[src/rtl/sssd_pkg.sv]
// Shared types and constants for the shortest-distance core.
`timescale 1ns / 1ps
`default_nettype none

package sssd_pkg;

  localparam int ID_W     = 6;
  localparam int DIST_W   = 32;
  localparam int ID_SPACE = 64;

  localparam logic [DIST_W-1:0] DIST_INF = 32'h7FFF_FFFF;
  localparam logic [DIST_W-1:0] DIST_MIN = 32'h8000_0000;
  localparam logic [ID_W-1:0]   SRC_NONE = 6'h3F;

  // One stored directed edge
  typedef struct packed {
    logic [ID_W-1:0]          tail;
    logic [ID_W-1:0]          head;
    logic signed [DIST_W-1:0] weight;
  } edge_t;

  // Load request into the graph store
  typedef struct packed {
    logic            en;
    logic            mode;
    logic [ID_W-1:0] vid;
    edge_t           arc;
  } load_req_t;

  // Distance table write
  typedef struct packed {
    logic              en;
    logic [ID_W-1:0]   addr;
    logic [DIST_W-1:0] dist_val;
    logic [ID_W-1:0]   pred;
  } dist_wr_t;

  // Distance table read data; valid means a finite distance
  typedef struct packed {
    logic              valid;
    logic [DIST_W-1:0] dist_val;
    logic [ID_W-1:0]   pred;
  } dist_rd_t;

  // Operands of the relaxation unit
  typedef struct packed {
    logic              tail_ok;
    logic [DIST_W-1:0] d_tail;
    logic [DIST_W-1:0] weight;
    logic              head_valid;
    logic [DIST_W-1:0] d_head;
  } alu_req_t;

  // Registered relaxation outcome
  typedef struct packed {
    logic              update;
    logic [DIST_W-1:0] dist_val;
  } alu_res_t;

endpackage

`default_nettype wire

[src/rtl/sssd_dist_table.sv]
// Per-vertex distance and predecessor memories with finite-distance flags.
`timescale 1ns / 1ps
`default_nettype none

module sssd_dist_table (
  input  wire                        clk,
  input  wire                        rst_n,
  input  wire                        clear_all,
  input  sssd_pkg::dist_wr_t         wr,
  input  wire [sssd_pkg::ID_W-1:0]   rd_a_addr,
  input  wire [sssd_pkg::ID_W-1:0]   rd_b_addr,
  output sssd_pkg::dist_rd_t         rd_a,
  output sssd_pkg::dist_rd_t         rd_b
);

  logic [sssd_pkg::DIST_W-1:0]   dist_mem_r [sssd_pkg::ID_SPACE];
  logic [sssd_pkg::ID_W-1:0]     pred_mem_r [sssd_pkg::ID_SPACE];
  logic [sssd_pkg::ID_SPACE-1:0] valid_r, valid_nxt;
  sssd_pkg::dist_rd_t            rd_a_r, rd_b_r;

  // Finite flags: a cleared entry reads as infinite
  always_comb begin
    valid_nxt = valid_r;
    if (clear_all) begin
      valid_nxt = '0;
    end
    if (wr.en) begin
      valid_nxt[wr.addr] = 1'b1;
    end
  end

  always_ff @(posedge clk) begin
    if (!rst_n) begin
      valid_r <= '0;
    end else begin
      valid_r <= valid_nxt;
    end
  end

  // Storage, one write and two registered reads
  always_ff @(posedge clk) begin
    if (wr.en) begin
      dist_mem_r[wr.addr] <= wr.dist_val;
      pred_mem_r[wr.addr] <= wr.pred;
    end
    rd_a_r.valid    <= valid_r[rd_a_addr];
    rd_a_r.dist_val <= dist_mem_r[rd_a_addr];
    rd_a_r.pred     <= pred_mem_r[rd_a_addr];
    rd_b_r.valid    <= valid_r[rd_b_addr];
    rd_b_r.dist_val <= dist_mem_r[rd_b_addr];
    rd_b_r.pred     <= pred_mem_r[rd_b_addr];
  end

  assign rd_a = rd_a_r;
  assign rd_b = rd_b_r;

endmodule

`default_nettype wire

[config.mk]
export PLATFORM = sky130hd
export DESIGN_NAME = sssd_dist_table
export DESIGN_NICKNAME = d
export VERILOG_FILES = /design/src/rtl/sssd_pkg.sv /design/src/rtl/sssd_dist_table.sv
export SDC_FILE = /design/constraint.sdc
export NUM_CORES = 2
export LEC_CHECK = 0
export BUFFER_PORTS_ARGS = -buffer_cell sky130_fd_sc_hd__buf_2
export CAP_MARGIN = 20
export CORE_MARGIN = 3
export CORE_UTILIZATION = 45
export CTS_BUF_LIST = sky130_fd_sc_hd__clkbuf_16
export CTS_CLUSTER_DIAMETER = 50
export DETAILED_ROUTE_END_ITERATION = 12
export GPL_ROUTABILITY_DRIVEN = 1
export PLACE_DENSITY = 0.58
export SLEW_MARGIN = 10
export SYNTH_ARGS = -nofsm -noshare
export SYNTH_HDL_FRONTEND = slang
export SYNTH_SLANG_ARGS = --single-unit
[constraint.sdc]
create_clock -name clk -period 3.8 [get_ports clk]
set_input_delay 0.57 -clock clk [delete_from_list [all_inputs] [get_ports clk]]
set_output_delay 0.57 -clock clk [all_outputs]
set_load 0.1 [all_outputs]
After elaboration in Yosys (flattened, before gate mapping)
Memory sizes are Yosys's and may differ from the RTL's. A register that Yosys moved wholly into a read port is not among the register bits.
Cells that the tools add are included.

storage, ports and cells
  register bits = 66
  bits in writable memories = 2432
  input bits = 60
  output and inout bits = 78
  logic and storage cells = 21
  memories kept = 2

memory list
  name        words  bits a word  read ports  clocked after Yosys merged registers in  write ports  RTL line               RTL
  dist_mem_r  64     32           2           2                                        1            sssd_dist_table.sv:16  logic [sssd_pkg::DIST_W-1:0] dist_mem_r [sssd_pkg::ID_SPACE];
  pred_mem_r  64     6            2           2                                        1            sssd_dist_table.sv:17  logic [sssd_pkg::ID_W-1:0] pred_mem_r [sssd_pkg::ID_SPACE];

operators by class
  $lt $le $gt $ge = 4
  muxes and demuxes = 10
  bitwise gates (word level) = 1
  reduce and logical (&&, ||, !) cells = 1

operators with widths
  cell                                                                count
  2-to-1 mux 64 bit                                                   2
  OR 64 bit                                                           1
  less-than comparator 6 x 7 -> 1 bit (second input constant)         3
  binary-select mux 1 bit (select 6 bit)                              2
  demux 1 bit (select 6 bit)                                          1
  greater-or-equal comparator 6 x 1 -> 1 bit (second input constant)  1
  2-to-1 mux 1 bit                                                    5
  logical AND 1 bit                                                   1

Depth between registers and ports, before layout
  depth after elaboration = 6
  gate-level depth with buffers = 10
  depth with buffers taken out = 5

Worst setup path after synthesis
OpenSTA, ideal clock, no wires.

  path type = input to register
  from = input port wr[42] (netlist bit)
  to = memory dist_mem_r[16][0] (netlist bit) (enable)
  library setup time = 0.435 ns
  data arrival time = 3.038 ns
  data required time = 3.365 ns
  setup slack = 0.327 ns
  stages = 4
  path buffers = 2
  cells stage by stage = clkbuf_1 or3b_2 clkbuf_1 nor2_1

RTL lines
  element          RTL line               RTL
  start, declared  sssd_dist_table.sv:9   input sssd_pkg::dist_wr_t wr,
  end, declared    sssd_dist_table.sv:16

No word-level cell before the write port.

Worst setup path after layout
  from = register rd_a[24] (netlist name)
  to = output port rd_a[24] (netlist bit)

RTL lines
  element        RTL line               RTL
  end, declared  sssd_dist_table.sv:12  output sssd_pkg::dist_rd_t rd_a,

No word-level cell between the ends.

==> run_results.csv <==
group,metric,value,unit
logic_synthesis,synth_xor_xnor_area_share,0,%
die,fp.dieH,515,um
routing,antenna_left,0,
global_routing,grt_pass1_wl,582,mm
logic_synthesis,ys_seq_elements,2574,
cts,cts_tree,"done",
power_and_ir_drop,leakagePower,43.4,nW
cts,cts_sinks,2574,
sta,max_slew_margin,22.6,%
logic_synthesis,yosys.area_share.adder,0,%
logic_synthesis,async_flop_share,0,%
power_and_ir_drop,power.density,494,nW/um^2
logic_synthesis,ys_dominant_reg_cell,"edfxtp_1",
placement,portBuffers,137,
logic_synthesis,synth_edf_count,2432,
global_routing,grt.overflow.total,0,
critical_path,crit_type,"reg2out",
critical_path,slowest_delay,0.92,ns
critical_path,crit_family,"flip-flops",
logic_synthesis,yosys-mux-area-fraction,26.2,%
final_layout,areaGrowthSynthToFinish,15.9,%
routing,avgViaCountPerCell,7.01,
routing,route.detailed.drc,0,
final_layout,multi_input_area,38500,um^2
global_routing,grt_usage,32.1,%
sta,setup_viol,0,
power_and_ir_drop,ir_worst_vdd,0.421,mV
logic_synthesis,synthTopCellsByCount,"2,432 x edfxtp_1, 1,222 x mux4_2, 227 x mux2i_1, 208 x o22ai_1, 173 x buf_2",
die,fp.dieArea,265000,um^2
sta,fin_crit,3.03,ns
routing,drtIter0Drc,9997,
logic_synthesis,synth_top_family_by_area,"multiplexers",
logic_synthesis,syn-num-nets,5899,
die,io_pins,138,
logic_synthesis,synth_area_leaders,"edfxtp_1 63%, mux4_2 24%, dfxtp_1 2.4%, mux2i_1 2.0%, o22ai_1 1.1%",
final_layout,nFillCells,20000,
logic_synthesis,synth-compound-area-share,4.04,%
logic_synthesis,synth_top_area_share,62.7,%
critical_path,worstPathMaxFanout,9,
logic_synthesis,syn_area_per_cell,19.9,um^2
critical_path,crit_path_end_kind,"output port",
die,initial_core_util,45.3,%
die,std_cell_rows,186,
routing,routed_wl,427,mm
logic_synthesis,synth_area,116000,um^2
logic_synthesis,synth-warning-count,0,
sta,finClkSkew,0.0376,ns
logic_synthesis,yosys.area_share.simple,2.36,%
sta,hold_violations,0,
global_routing,first_global_vias,69700,
critical_path,worstPathCellList,"buf_2",
cts,clockBufferDepth,4,
die,die_w,515,um
logic_synthesis,yosys.area.top_type,"edfxtp_1",
sta,fin_crit_sh,79.6,%
outcome,outcome,"completed",
cts,holdBufCountCts,0,
logic_synthesis,yosysMostFrequentCell,"edfxtp_1",
global_routing,grt_max_degree,77,
sta,fmax,0.331,GHz
global_routing,antenna_found_initial,47,
cts,numCtsBuffers,314,
worst_hold_path,hold_class,"in2reg",
routing,wl_per_cell,42.8,um
final_layout,final_area,135000,um^2
final_layout,drive_gt1_share,37.3,%
final_layout,regArea,75900,um^2
logic_synthesis,synth_cells,5839,
job,drv_cap,0,
critical_path,worstSetupStartpointType,"flop",
cts,root_buffer,"clkbuf_16",
routing,drt_first_pass_iters,6,
sta,setup_tns,0,ns
cts,cts_resized,0,
routing,num_vias,69900,
cts,path_clk_slew,0.06,ns
placement,hpwl,257,mm
critical_path,worst_ep_required_time,3.23,ns
logic_synthesis,ys_seq_area_share,65.2,%
critical_path,arrival,2.46,ns
final_layout,nNetsFinal,6373,
critical_path,crit_buf_inv,1,
die,core_area,257000,um^2
critical_path,cpMaxStageDelayCell,"dfxtp_1",
sta,rsz0062_at_grt,"no",
cts,htree_num_levels,5,
placement,placed_cell_area,124000,um^2
cts,cts_setup_buffers,0,
placement,gp_congestion,0.889,
sta,tightest_slew,1.15,ns
logic_synthesis,synth_cell_types,49,
sta,maxSlewViolCount,0,
cts,clock_latency,0.95,ns
[layout by cell type (no fill, tap or decap), drive strengths merged, types with 20 or more instances in the layout]
cell type	netlist	layout
bufinv	0	23
clkbuf	142	322
nor2b	80	80
a221oi	84	84
nand2b	43	43
nor2	164	164
o21ai	127	127
nor3	23	23
diode	0	36
dfxtp	142	142
edfxtp	2432	2432
o21a	64	64
a31oi	20	20
inv	3	91
nand2	167	167
nor4	29	29
buf	324	620
mux2i	227	227
mux4	1222	1222
nand3	43	43
o221ai	55	55
a21oi	75	75
mux2	64	64
clkinv	0	106
o22ai	208	208
[where the power goes]
part | switching, mW | internal [mW] | total, mW | leakage, nW
Combinational | 4.12 | 2.17 | 6.29 | 15.3
Clock | 11.8 | 17.0 | 28.8 | 5.06
Sequential | 0.269 | 31.3 | 31.6 | 23.1
Total | 16.2 | 50.5 | 66.7 | 43.4
[per-stage QoR]
stage	total power [mW]	hold WS (ns)	cells	worst slack (ns)	utilization, %
2_1_floorplan	35.8	0.555	5839	0.327	-
3_3_place_gp	38.3	0.570	9345	-0.395	48.3
3_5_place_dp	38.4	0.575	9351	0.185	48.4
4_1_cts	66.9	0.0428	9905	0.783	52.2
5_1_grt	68.5	0.00137	9954	0.781	52.5
6_report	66.7	0.0316	9971	0.775	52.5
[state kept, by name, summed over array words and instances (netlist names)]
| signal | count |
|---|---|
| dist_mem_r | 2048 |
| pred_mem_r | 384 |
| rd_a | 39 |
| rd_b | 39 |
| valid_r | 64 |
[final timing paths]
kind | slack, ns | cells past startpoint | end | from
setup reg to reg | 1.59 | 5 | rd_a[36] | dist_mem_r[63][30]
hold reg to reg | 0.59 | 2 | valid_r[60] | valid_r[60]
hold / removal | 0.03 | 1 | dist_mem_r[43][5] | wr[11]
setup / recovery | 0.77 | 1 | rd_a[24] | rd_a[24]
[layout make-up]
type / count / area share [%]
Antenna cell: 36 / 0.0668
Clock buffer: 322 / 5.97
Clock inverter: 232 / 1.35
Inverter: 3 / 0.00834
Multi-Input combinational cell: 2796 / 28.6
Sequential cell: 2574 / 56.2
Tap cell: 3384 / 3.14
Timing Repair Buffer: 624 / 4.68
[routing by layer]
layer / track usage [%] / wire length (um)
met4: 15.9 / 25200
met1: 43.3 / 158000
met2: 48.8 / 195000
met5: 0 / 92
met3: 8.15 / 48700
[cells by family (layout without fill, tap and decap cells)]
logic type,count (synthesis),in the layout
compound gates,702,702
buf+inv,469,1181
flops,2574,2574
mux,1513,1513
other cells,0,36
simple gates,581,581
Note: power is estimated with default switching activity, not from simulation.
