$ cat config.mk
export PLATFORM = sky130hd
export DESIGN_NAME = sssd_relax_alu
export DESIGN_NICKNAME = d
export VERILOG_FILES = /design/src/rtl/sssd_pkg.sv /design/src/rtl/sssd_relax_alu.sv
export SDC_FILE = /design/constraint.sdc
export NUM_CORES = 1
export LEC_CHECK = 0
export BUFFER_PORTS_ARGS = -buffer_cell sky130_fd_sc_hd__buf_2
export CAP_MARGIN = 20
export CORE_AREA = 3 3 89 91
export DETAILED_ROUTE_END_ITERATION = 12
export DIE_AREA = 0 0 92 94
export PLACE_DENSITY = 0.9
export SYNTH_ARGS = -nofsm -noshare
export SYNTH_HDL_FRONTEND = slang
export SYNTH_SLANG_ARGS = --single-unit
$ cat constraint.sdc
create_clock -name clk -period 5.9 [get_ports clk]
set_input_delay 1.18 -clock clk [delete_from_list [all_inputs] [get_ports clk]]
set_output_delay 1.18 -clock clk [all_outputs]
set_load 0.1 [all_outputs]
$ cat src/rtl/sssd_pkg.sv
// Shared types and constants for the shortest-distance core.
`timescale 1ns / 1ps
`default_nettype none

package sssd_pkg;

  localparam int ID_W     = 6;
  localparam int DIST_W   = 32;
  localparam int ID_SPACE = 64;

  localparam logic [DIST_W-1:0] DIST_INF = 32'h7FFF_FFFF;
  localparam logic [DIST_W-1:0] DIST_MIN = 32'h8000_0000;
  localparam logic [ID_W-1:0]   SRC_NONE = 6'h3F;

  // One stored directed edge
  typedef struct packed {
    logic [ID_W-1:0]          tail;
    logic [ID_W-1:0]          head;
    logic signed [DIST_W-1:0] weight;
  } edge_t;

  // Load request into the graph store
  typedef struct packed {
    logic            en;
    logic            mode;
    logic [ID_W-1:0] vid;
    edge_t           arc;
  } load_req_t;

  // Distance table write
  typedef struct packed {
    logic              en;
    logic [ID_W-1:0]   addr;
    logic [DIST_W-1:0] dist_val;
    logic [ID_W-1:0]   pred;
  } dist_wr_t;

  // Distance table read data; valid means a finite distance
  typedef struct packed {
    logic              valid;
    logic [DIST_W-1:0] dist_val;
    logic [ID_W-1:0]   pred;
  } dist_rd_t;

  // Operands of the relaxation unit
  typedef struct packed {
    logic              tail_ok;
    logic [DIST_W-1:0] d_tail;
    logic [DIST_W-1:0] weight;
    logic              head_valid;
    logic [DIST_W-1:0] d_head;
  } alu_req_t;

  // Registered relaxation outcome
  typedef struct packed {
    logic              update;
    logic [DIST_W-1:0] dist_val;
  } alu_res_t;

endpackage

`default_nettype wire

$ cat src/rtl/sssd_relax_alu.sv
// Shared relaxation unit: widened add, saturation and compare, registered.
`timescale 1ns / 1ps
`default_nettype none

module sssd_relax_alu (
  input  wire                 clk,
  input  sssd_pkg::alu_req_t  req,
  output sssd_pkg::alu_res_t  res
);

  logic signed [sssd_pkg::DIST_W:0] sum, sat, head_eff;
  logic                             below;
  sssd_pkg::alu_res_t               res_r;

  // Candidate distance through the tail, one bit wider
  always_comb begin
    sum = {req.d_tail[sssd_pkg::DIST_W-1], req.d_tail}
        + {req.weight[sssd_pkg::DIST_W-1], req.weight};
    // under the minimum: sign bits disagree with a negative sum
    below    = sum[sssd_pkg::DIST_W] & ~sum[sssd_pkg::DIST_W-1];
    sat      = below ? {1'b1, sssd_pkg::DIST_MIN} : sum;
    head_eff = req.head_valid ? {req.d_head[sssd_pkg::DIST_W-1], req.d_head}
                              : {1'b0, sssd_pkg::DIST_INF};
  end

  always_ff @(posedge clk) begin
    res_r.update   <= req.tail_ok && (sat < head_eff);
    res_r.dist_val <= sat[sssd_pkg::DIST_W-1:0];
  end

  assign res = res_r;

endmodule

`default_nettype wire
# Yosys cells after proc, flatten, opt, wreduce, memory -nomap -nowiden
# Index checks and enable logic that the tools add are counted.
[op_classes]
n_addsub = 1
n_lt_le_gt_ge = 1
mux = 2
bitwise_logic = 2
reduce_logical = 1
[op_table]
columns = ["cell", "n"]
rows = [
  ["2-to-1 mux 33 bit", 2],
  ["adder 32 x 32 -> 33 bit", 1],
  ["< comparator 33 bit", 1],
  ["AND 1 bit", 1],
  ["logical AND 1 bit", 1],
  ["inverter 1 bit", 1],
]
[word_totals]
reg_bits = 33
input_bits = 99
output_inout_bits = 33

# Longest topological paths before layout
# Gate-level depths: netlist of run 1.
[logic_depth]
word_depth = 6
mapped_depth = 21
ltp_nobuf = 19

# Least setup slack after synthesis of run 1
# No wires, ideal clock.
[synth_path]
kind = "in2reg"
start = "input port req[39] in the netlist's numbering"
end = "register res_r, in the netlist res[32]"
setup_ns = 0.122
arrival_ns = 4.828
required_ns = 5.778
slack_ns = 0.950
stages = 18
path_cell_list = "ha_1 > a211o_1 > a21oi_2 > a21oi_1 > o211ai_2 > a21oi_2 > or4b_1 > buf_6 > nand2_8 > buf_12 > nor2_2 > ha_1 > and3_1 > nand4_1 > or2_2 > o31ai_1 > a2111oi_0 > a221o_1"
[synth_via]
elab_chain_len = 6
[synth_rtl]
columns = ["element", "line_no", "rtl"]
rows = [
  ["from (decl)", "sssd_relax_alu.sv:7", "input sssd_pkg::alu_req_t req,"],
  ["adder 32 x 32 -> 33 bit (*)", "sssd_relax_alu.sv:18", "+ {req.weight[sssd_pkg::DIST_W-1], req.weight};"],
  ["inverter 1 bit", "sssd_relax_alu.sv:20", "below = sum[sssd_pkg::DIST_W] & ~sum[sssd_pkg::DIST_W-1];"],
  ["AND 1 bit", "sssd_relax_alu.sv:20", ""],
  ["2-to-1 mux 33 bit (*)", "sssd_relax_alu.sv:21", "sat = below ? {1'b1, sssd_pkg::DIST_MIN} : sum;"],
  ["net sat (one bit)", "sssd_relax_alu.sv:11", "logic signed [sssd_pkg::DIST_W:0] sum, sat, head_eff;"],
  ["< comparator 33 bit (*)", "sssd_relax_alu.sv:27", "res_r.update <= req.tail_ok && (sat < head_eff);"],
  ["logical AND 1 bit (*)", "sssd_relax_alu.sv:27", ""],
  ["to (decl)", "sssd_relax_alu.sv:13", "sssd_pkg::alu_res_t res_r;"],
]
# Mark *: on every way through the listed nets, which the timed path passes. The rest lies on a longest branch.

# Final worst setup path of run 1
[layout_path]
start = "input port req[33] in the netlist's numbering"
end = "register res_r, in the netlist res[32]"
# The elaborated chain is that of the path after synthesis.

==> results.cfg, run 1 <==
[hold_path]
hp-class = in -> reg
min_from = req[65]

[clocking]
cts_setup_buffers = 0
htree_levels = 2
cts-root-buf = clkbuf_8
cts_tree = yes
cts-resized-gates = 0
cts-buffers-inserted = 5
cts_hold_buffers = 0
clockBufferDepth = 2
path_clk_slew_ps = 60
clock-sinks = 33

[worst_setup_path]
critPathRequiredTime_ps = 6060
worst_setup_path_end_kind = flop
crit_start = req[33]
critPathArrivalTime_ps = 5620
critical_path.max_fanout = 26
criticalPathCategory = in -> reg
worstSetupStartpointType = input pin

[layout]
layout_common_cells = 131 x buf_2, 64 x ha_1, 45 x a21oi_1
antenna_cells = 0
nets = 727
multiInputGateArea_um2 = 2844
layout_commonest_cell = buf_2
largest_reg_flops = 33
stdcell_count = 662
syn_to_final_growth_pct = 21.91
fin_util_pct = 61.00
fill_cells = 642
final_area_um2 = 4400
regArea_um2 = 660.6
drive_gt1_share_pct = 30.73

[sta]
drv_slew = 0
fmax_ghz = 0.1834
whs_ps = 1279
period_share_pct = 92.43
tightest_slew_ps = 625.7
finalSetupTns_ps = 0
setup_viol = 0
slew_headroom_pct = 57.21
final.min_clock_period_ps = 5453
setup_ws_ps = 446.7
hold_viol_final = 0
rsz0062_at_grt = false

[yosys]
synth_warnings = 0
synth_area_per_cell_um2 = 8.317
yosys.area.top_type = ha_1
synth_fa_ha_area_share_pct = 22.74
synth_xor_area_share_pct = 5.095
netlist_area_um2 = 3610
synth_area_leaders = ha_1 22%, dfxtp_1 18%, nor2b_1 6.4%
synth-seq-cells = 33
async_flop_share_pct = 0
yosysTopAreaCellShare_pct = 22.18
syn_nets = 598
synth-simple-area-share_pct = 25.34
synth.distinct_cells = 57
synth_top_family_by_area = simple AND/OR/NAND/NOR gates
yosysSeqAreaShare_pct = 18.30
syn-instance-count = 434
synth_flop_cell = dfxtp_1
synthMuxAreaShare_pct = 1.421
synth_compound_area_share_pct = 24.19
synth_edf_count = 0

[global_route]
grt_max_degree = 33
gr-total-overflow = 0
first_global_vias = 3689
antenna_found_initial = 0
grt_use_total_pct = 23.49
grt_pass1_wl_um = 16680

[routing]
firstDrtPassIters = 5
drt_iter0_drc = 143
drtAntennaViolNets = 0
num_vias = 3806
routedWlPerCell_um = 15.51
drc = 0
wl_um = 10270
viasPerCell = 5.749

[floorplanning]
start_util_pct = 50.03
die_area_um2 = 8648
die_w_um = 92
die-height_um = 94
ioPinCount = 132
core-area_um2 = 7214
fp-row-count = 31

[pwr]
peakVddDrop_v = 0.0001375
power_density_nw_per_um2 = 308.3
leakagePower_nw = 2.199
p_total_mw = 1.357

[outcome]
status = completed

[place]
portBuffers = 131
placed_cells = 655
place.gp.congestion = 0.9811
dpl.hpwl_um = 8815
post-place-ws_ps = 216.6
placed_cell_area_um2 = 4314

[run]
maxCapViolCount = 0
cells by family (layout without fill, tap and decap cells):
family          after synthesis  count (layout)
compound gates              131             131
fa+ha+maj                    65              65
flops                        33              33
buf+inv                      17             146
simple gates                162             162
xor+xnor                     21              21
mux                           5               5
Yosys cell counts, types with 2 or more instances:
cell type and n:
ha_1 64, nor3b_1 2, o21bai_1 4, nand4_1 10, a221o_1 3, nor3_1 9, nand3b_1 4, buf_12 2
inv_1 8, clkbuf_1 5, nor2_1 22, a221oi_1 2, o21a_1 5, and2_1 3, a21oi_2 3, dfxtp_1 33
a31oi_1 3, o21ai_0 18, o21ai_1 4, a21o_1 18, nand3_1 11, xnor2_1 13, and3_1 8, o211ai_1 6
a21oi_1 45, nand2b_1 5, nand2_1 22, nor2b_1 37, or2_2 2, a211oi_1 6, nor2_2 20, mux2i_1 4
xor2_1 8, a2111oi_0 2
final timing paths:
path                         endpoint  slack (ps)  cells after the start
worst max-delay path  res[32]$_DFF_P_         450                     18
worst min-delay path   res[0]$_DFF_P_        1280                      3
critical path, stage by stage:
cell and delay, ps:
buf_2 100, ha_1 210, fa_1 470, a211oi_1 240, o21ai_0 220, o211ai_1 370
a21oi_1 210, o21ai_2 260, o211ai_4 200, nand2_8 270, nor3_1 130, ha_1 290
and3_1 170, nand4_1 110, or2_2 320, o31ai_1 350, a2111oi_0 100, a221o_1 370
routing by layer:
metal | global-route usage, % | part of all wire, % | up-vias | wire length, um
met3 | 2.644 | 9.0 | 22 | 921
met2 | 41.06 | 47 | 188 | 4851
met5 | 0 | 0 | - | 0
met4 | 6.436 | 1.7 | 0 | 174
li1 | - | - | 1858 | -
met1 | 30.62 | 42 | 1738 | 4320
power breakdown:
group | internal (mW) | switching, mW | total [mW]
Combinational | 0.219 | 0.669 | 0.888
Sequential | 0.278 | 0.0167 | 0.295
Clock | 0.0926 | 0.0813 | 0.174
layout make-up:
class | count | share of cell area (%)
Timing Repair Buffer | 131 | 14.90
Multi-Input combinational cell | 384 | 64.63
Tap cell | 99 | 2.815
Sequential cell | 33 | 15.01
Inverter | 8 | 0.6824
Clock buffer | 7 | 1.962
No activity file was read; power rests on OpenSTA's default activity.
==> run 2: changes to the inputs <==
Settings changed: CELL_PAD_IN_SITES_DETAIL_PLACEMENT set to 1, CELL_PAD_IN_SITES_GLOBAL_PLACEMENT set to 1, CORE_AREA 3 3 89 91 to 3 3 103 105, DIE_AREA 0 0 92 94 to 0 0 106 108, HOLD_SLACK_MARGIN set to 0.03, PLACE_DENSITY 0.9 to 0.92.
==> run 2 against run 1 <==
Against the previous run: clock power barely moved; non-clock buffer count did not move; via count rose by 0.11%; critical path type unchanged; final cell count rose by 5.1%; cell area rose by 0.97%; setup slack improved by 3.9 ps; combinational power rose by 2%; total power rose by 1.0%; critical path depth did not move.
==> results.cfg, run 2 (synthesis gave the netlist of run 1 again) <==
[clocking]
clock-sinks = 33
cts-resized-gates = 0
htree_levels = 2
cts_setup_buffers = 0
cts-root-buf = clkbuf_8
cts-buffers-inserted = 5
clockBufferDepth = 2
cts_hold_buffers = 0
path_clk_slew_ps = 60
cts_tree = yes

[routing]
met3WireLength_um = 626
drtAntennaViolNets = 0
num_vias = 3810
wl_met1_um = 5159
wl_um = 12070
drc = 0
routedWlPerCell_um = 17.34
topRoutingLayerUsed = met4
drt_iter0_drc = 145
firstDrtPassIters = 4
wl_met2_um = 5979
viasPerCell = 5.474

[layout]
fill_cells = 1263
syn_to_final_growth_pct = 23.08
antenna_cells = 0
drive_gt1_share_pct = 30.73
nets = 727
multiInputGateArea_um2 = 2844
regArea_um2 = 660.6
stdcell_count = 696
largest_reg_flops = 33
layout_common_cells = 131 x buf_2, 64 x ha_1, 45 x a21oi_1
fin_util_pct = 45.67
layout_commonest_cell = buf_2

[worst_setup_path]
critical_path.max_fanout = 26
max_stage_delay_ps = 460
cp_cell_sequence = buf_2 > ha_1 > fa_1 > a211oi_1 > o21ai_0 > o211ai_1 > a21oi_1 > o21ai_2 > o211ai_4 > nand2_8 > nor3_1 > ha_1 > and3_1 > nand4_1 > or2_2 > o31ai_1 > a2111oi_0 > a221o_1
worst_setup_path_end_kind = flop
crit_top_cell = ha_1
critPathRequiredTime_ps = 6070
worstSetupStartpointType = input pin
critPathArrivalTime_ps = 5620
slowest_stage = fa_1
criticalPathCategory = in -> reg

[hold_path]
hp-class = in -> reg
min_to = res[32]$_DFF_P_
min_from = req[97]
hold-path-cell-count = 3

[floorplanning]
die-height_um = 108
core-area_um2 = 9729
fp-row-count = 36
die_w_um = 106
die_area_um2 = 11450
start_util_pct = 37.10
ioPinCount = 132

[pwr]
peakVddDrop_v = 0.0002045
power_density_nw_per_um2 = 308.5
leakagePower_nw = 2.199

[sta]
hold_viol_final = 0
rsz0062_at_grt = false
setup_viol = 0
slew_headroom_pct = 49.31
tightest_slew_ps = 741.2
fmax_ghz = 0.1835
drv_slew = 0
final.min_clock_period_ps = 5449
period_share_pct = 92.36
finalSetupTns_ps = 0

[global_route]
antenna_found_initial = 0
grt_pass1_wl_um = 19400
first_global_vias = 4002
grt_use_total_pct = 20.91
gr-total-overflow = 0
grt_max_degree = 33

[place]
portBuffers = 131
dpl.hpwl_um = 10470
placed_cells = 689
place.gp.congestion = 0.9166

[outcome]
status = completed

[run]
maxCapViolCount = 0
## run 2: metrics by stage
stage	power, mW	area [um^2]	hold WS [ps]	worst slack [ps]
floorplan	1.013	3610	1434	950.0
CTS	1.376	4443	1282	446.7
global placement	1.175	4357	1552	328.0
finish	1.371	4443	1287	450.6
global route	1.444	4443	1310	159.9
detailed placement	1.199	4357	1578	147.7
## run 2: critical path, delay by kind of cell
| kind | cells | cell delay (ps) |
|---|---|---|
| AOI/OAI and AO/OA | 9 | 2400 |
| adders and majority gates | 3 | 950 |
| and+or+nand+nor | 5 | 990 |
| buffers and inverters | 1 | 100 |
## run 2: final cells by class
cell class / count / share of cell area, %
multi-input cells: 384 / 64.01
flip-flops and latches: 33 / 14.87
repair buffers: 131 / 14.76
well taps: 133 / 3.745
clock buffers: 7 / 1.943
inverters: 8 / 0.6759
## run 2: worst max path at each step
stage	slack, ps	end	startpoint	depth (start not counted)
after global routing	160	res[32]$_DFF_P_	req[33]	20
after CTS	450	res[32]$_DFF_P_	req[33]	18
final	450	res[32]$_DFF_P_	req[33]	18
after global placement	330	res[32]$_DFF_P_	req[33]	18
after floorplan	950	res[32]$_DFF_P_	req[39]	18
after detailed placement	150	res[32]$_DFF_P_	req[33]	18
## run 2: report_power, final
group	internal, mW	total [mW]	switching [mW]	leakage, nW
clock	0.0925	0.174	0.0814	0.0443
sequential	0.278	0.292	0.0138	0.278
combinational	0.221	0.905	0.685	1.88
## run 2: metal layers
metal / GRT usage [%] / vias to the layer above
li1: - / 1854
met1: 25.33 / 1819
met2: 37.93 / 113
met3: 3.224 / 24
met4: 6.846 / 0
met5: 0 / -
==> run 3: changes to the inputs <==
Settings changed: ABC_AREA set to 1, CORE_AREA 3 3 103 105 to 3 3 107 109, DIE_AREA 0 0 106 108 to 0 0 110 112, PLACE_DENSITY 0.92 to 0.9.
==> run 3 against run 2 <==
Against the previous run: non-clock buffer count stayed put; combinational power up 0.8%; setup slack improved by 680 ps; global-route usage down 1.1 points; die area grew 7.6%; final cell count is 19% higher; sequential share of layout area down 0.25 points; via count rose by 6.6%; utilization fell by 3.4 points; largest power group unchanged.
==> results.cfg, run 3 <==
[outcome]
status = completed

[yosys]
synth_edf_count = 0
netlist_area_um2 = 3600
yosys.area.top_type = ha_1
synthTopCellsByCount = 135 x nand2_1, 91 x nor2_1, 64 x ha_1
synth_warnings = 0
yosysMostFrequentCell = nand2_1
syn_nets = 716
synth-seq-cells = 33
synth_flop_cell = dfxtp_1
async_flop_share_pct = 0
synth_area_per_cell_um2 = 6.521
syn-instance-count = 552
synth_area_leaders = ha_1 22%, dfxtp_1 18%, nand2_1 14%
yosysTopAreaCellShare_pct = 22.25
yosysSeqAreaShare_pct = 18.35
synth.distinct_cells = 37

[clocking]
cts_hold_buffers = 0
cts-root-buf = clkbuf_8
htree_levels = 2
clock-sinks = 33
clockBufferDepth = 2
cts_setup_buffers = 0
cts_tree = yes
cts-resized-gates = 0
path_clk_slew_ps = 60
cts-buffers-inserted = 5

[layout]
fill_cells = 1496
antenna_cells = 0
syn_to_final_growth_pct = 25.51
nets = 848
drive_gt1_share_pct = 24.96
largest_reg_flops = 33
layout_commonest_cell = nand2_1
layout_common_cells = 135 x nand2_1, 131 x buf_2, 91 x nor2_1

[hold_path]
hold-path-cell-count = 3
hp-class = in -> reg
min_to = res[32]$_DFF_P_
min_from = req[97]

[floorplanning]
start_util_pct = 33.65
die-height_um = 112
die_w_um = 110
ioPinCount = 132
core-area_um2 = 10700
die_area_um2 = 12320
fp-row-count = 38

[worst_setup_path]
critical_path.max_fanout = 20
critPathArrivalTime_ps = 4940
critPathRequiredTime_ps = 6070
worst_setup_path_end_kind = flop
max_stage_delay_ps = 470
slowest_stage = inv_1
cp_cell_sequence = buf_2 > ha_1 > fa_1 > nand2_1 > nand2_1 > nand3_1 > nand2_2 > nand2_2 > nand2_4 > nand2_2 > nand3_1 > nand2_2 > nand2_2 > inv_1 > nor2_1 > ha_1 > nand4_1 > nor4_1 > and3b_1 > nand2_1 > a21oi_1 > nor2_1
worstSetupStartpointType = input pin
criticalPathCategory = in -> reg
crit_top_cell = nand2_2

[global_route]
first_global_vias = 4338
gr-total-overflow = 0
grt_max_degree = 32
grt_use_total_pct = 19.83
grt_pass1_wl_um = 19670
antenna_found_initial = 0

[sta]
drv_slew = 0
fmax_ghz = 0.2098
final.min_clock_period_ps = 4765
hold_viol_final = 0
tightest_slew_ps = 858.1
setup_viol = 0
slew_headroom_pct = 42.73
period_share_pct = 80.77
rsz0062_at_grt = false
finalSetupTns_ps = 0

[place]
dpl.hpwl_um = 11100
place.gp.congestion = 0.8993
portBuffers = 131

[routing]
firstDrtPassIters = 4
routedWlPerCell_um = 14.92
drc = 0
num_vias = 4060
drt_iter0_drc = 132
viasPerCell = 4.921
drtAntennaViolNets = 0
wl_um = 12310

[pwr]
p_total_mw = 1.432
leakagePower_nw = 2.483
power_density_nw_per_um2 = 316.8
peakVddDrop_v = 0.0003291

[run]
maxCapViolCount = 0
==> run 3: power breakdown <==
group / switching (mW) / leakage [nW] / internal, mW / total (mW)
clock: 0.0813 / 0.0585 / 0.138 / 0.219
sequential: 0.0209 / 0.278 / 0.280 / 0.301
combinational: 0.708 / 2.15 / 0.203 / 0.912
total: 0.811 / 2.48 / 0.621 / 1.43
==> run 3: worst max-delay path by stage <==
stage / start / endpoint / slack, ps / cells after the start
global route: req[33] / res[32]$_DFF_P_ / 720 / 22
detailed placement: req[33] / res[32]$_DFF_P_ / 850 / 22
floorplan: req[33] / res[32]$_DFF_P_ / 1900 / 24
CTS: req[33] / res[32]$_DFF_P_ / 1130 / 22
global placement: req[33] / res[32]$_DFF_P_ / 1210 / 22
finish: req[33] / res[32]$_DFF_P_ / 1130 / 22
==> run 3: critical path, delay by kind of cell <==
family | cells | cell delay, ps
fa+ha+maj | 3 | 970
buf+inv | 2 | 570
simple gates | 16 | 2090
compound gates | 1 | 120
==> run 3: metal layers <==
layer  track usage, %  share of wire [%]  routed length, um
met2            36.73                 51               6219
met4            3.408                1.3                161
met5                0                  0                  0
met1            24.03                 43               5266
met3            2.899                5.4                661
==> run 3: layout make-up <==
type	instances	area [um^2]	share of cell area, %
multi-input combinational	454	2689	59.51
sequential	33	660.6	14.62
timing repair buffer	131	655.6	14.51
inverter	59	221.5	4.902
tap	140	175.2	3.877
clock buffer	7	86.33	1.911
clock inverter	1	30.03	0.6646
==> run 3: logic make-up after synthesis <==
kind of cell,Yosys count,share of synthesized area (%)
adder cells (fa/ha/maj),65,22.80
AND/OR/NAND/NOR,274,31.84
AO/OA/AOI/OAI,96,15.43
XOR/XNOR,19,4.623
flip-flops,33,18.35
buffers and inverters,65,6.952
==> run 3: per-stage QoR <==
| stage | hold WS [ps] | utilization [%] | worst slack, ps | cells | cell area (um^2) |
|---|---|---|---|---|---|
| floorplan | 1301 | - | 1898 | 552 | 3600 |
| global placement | 1427 | 41.15 | 1208 | 817 | 4402 |
| detailed placement | 1432 | 41.15 | 847.6 | 817 | 4402 |
| CTS | 1143 | 42.23 | 1133 | 825 | 4518 |
| global route | 1143 | 42.23 | 718.3 | 825 | 4518 |
| finish | 1152 | 42.23 | 1135 | 825 | 4518 |
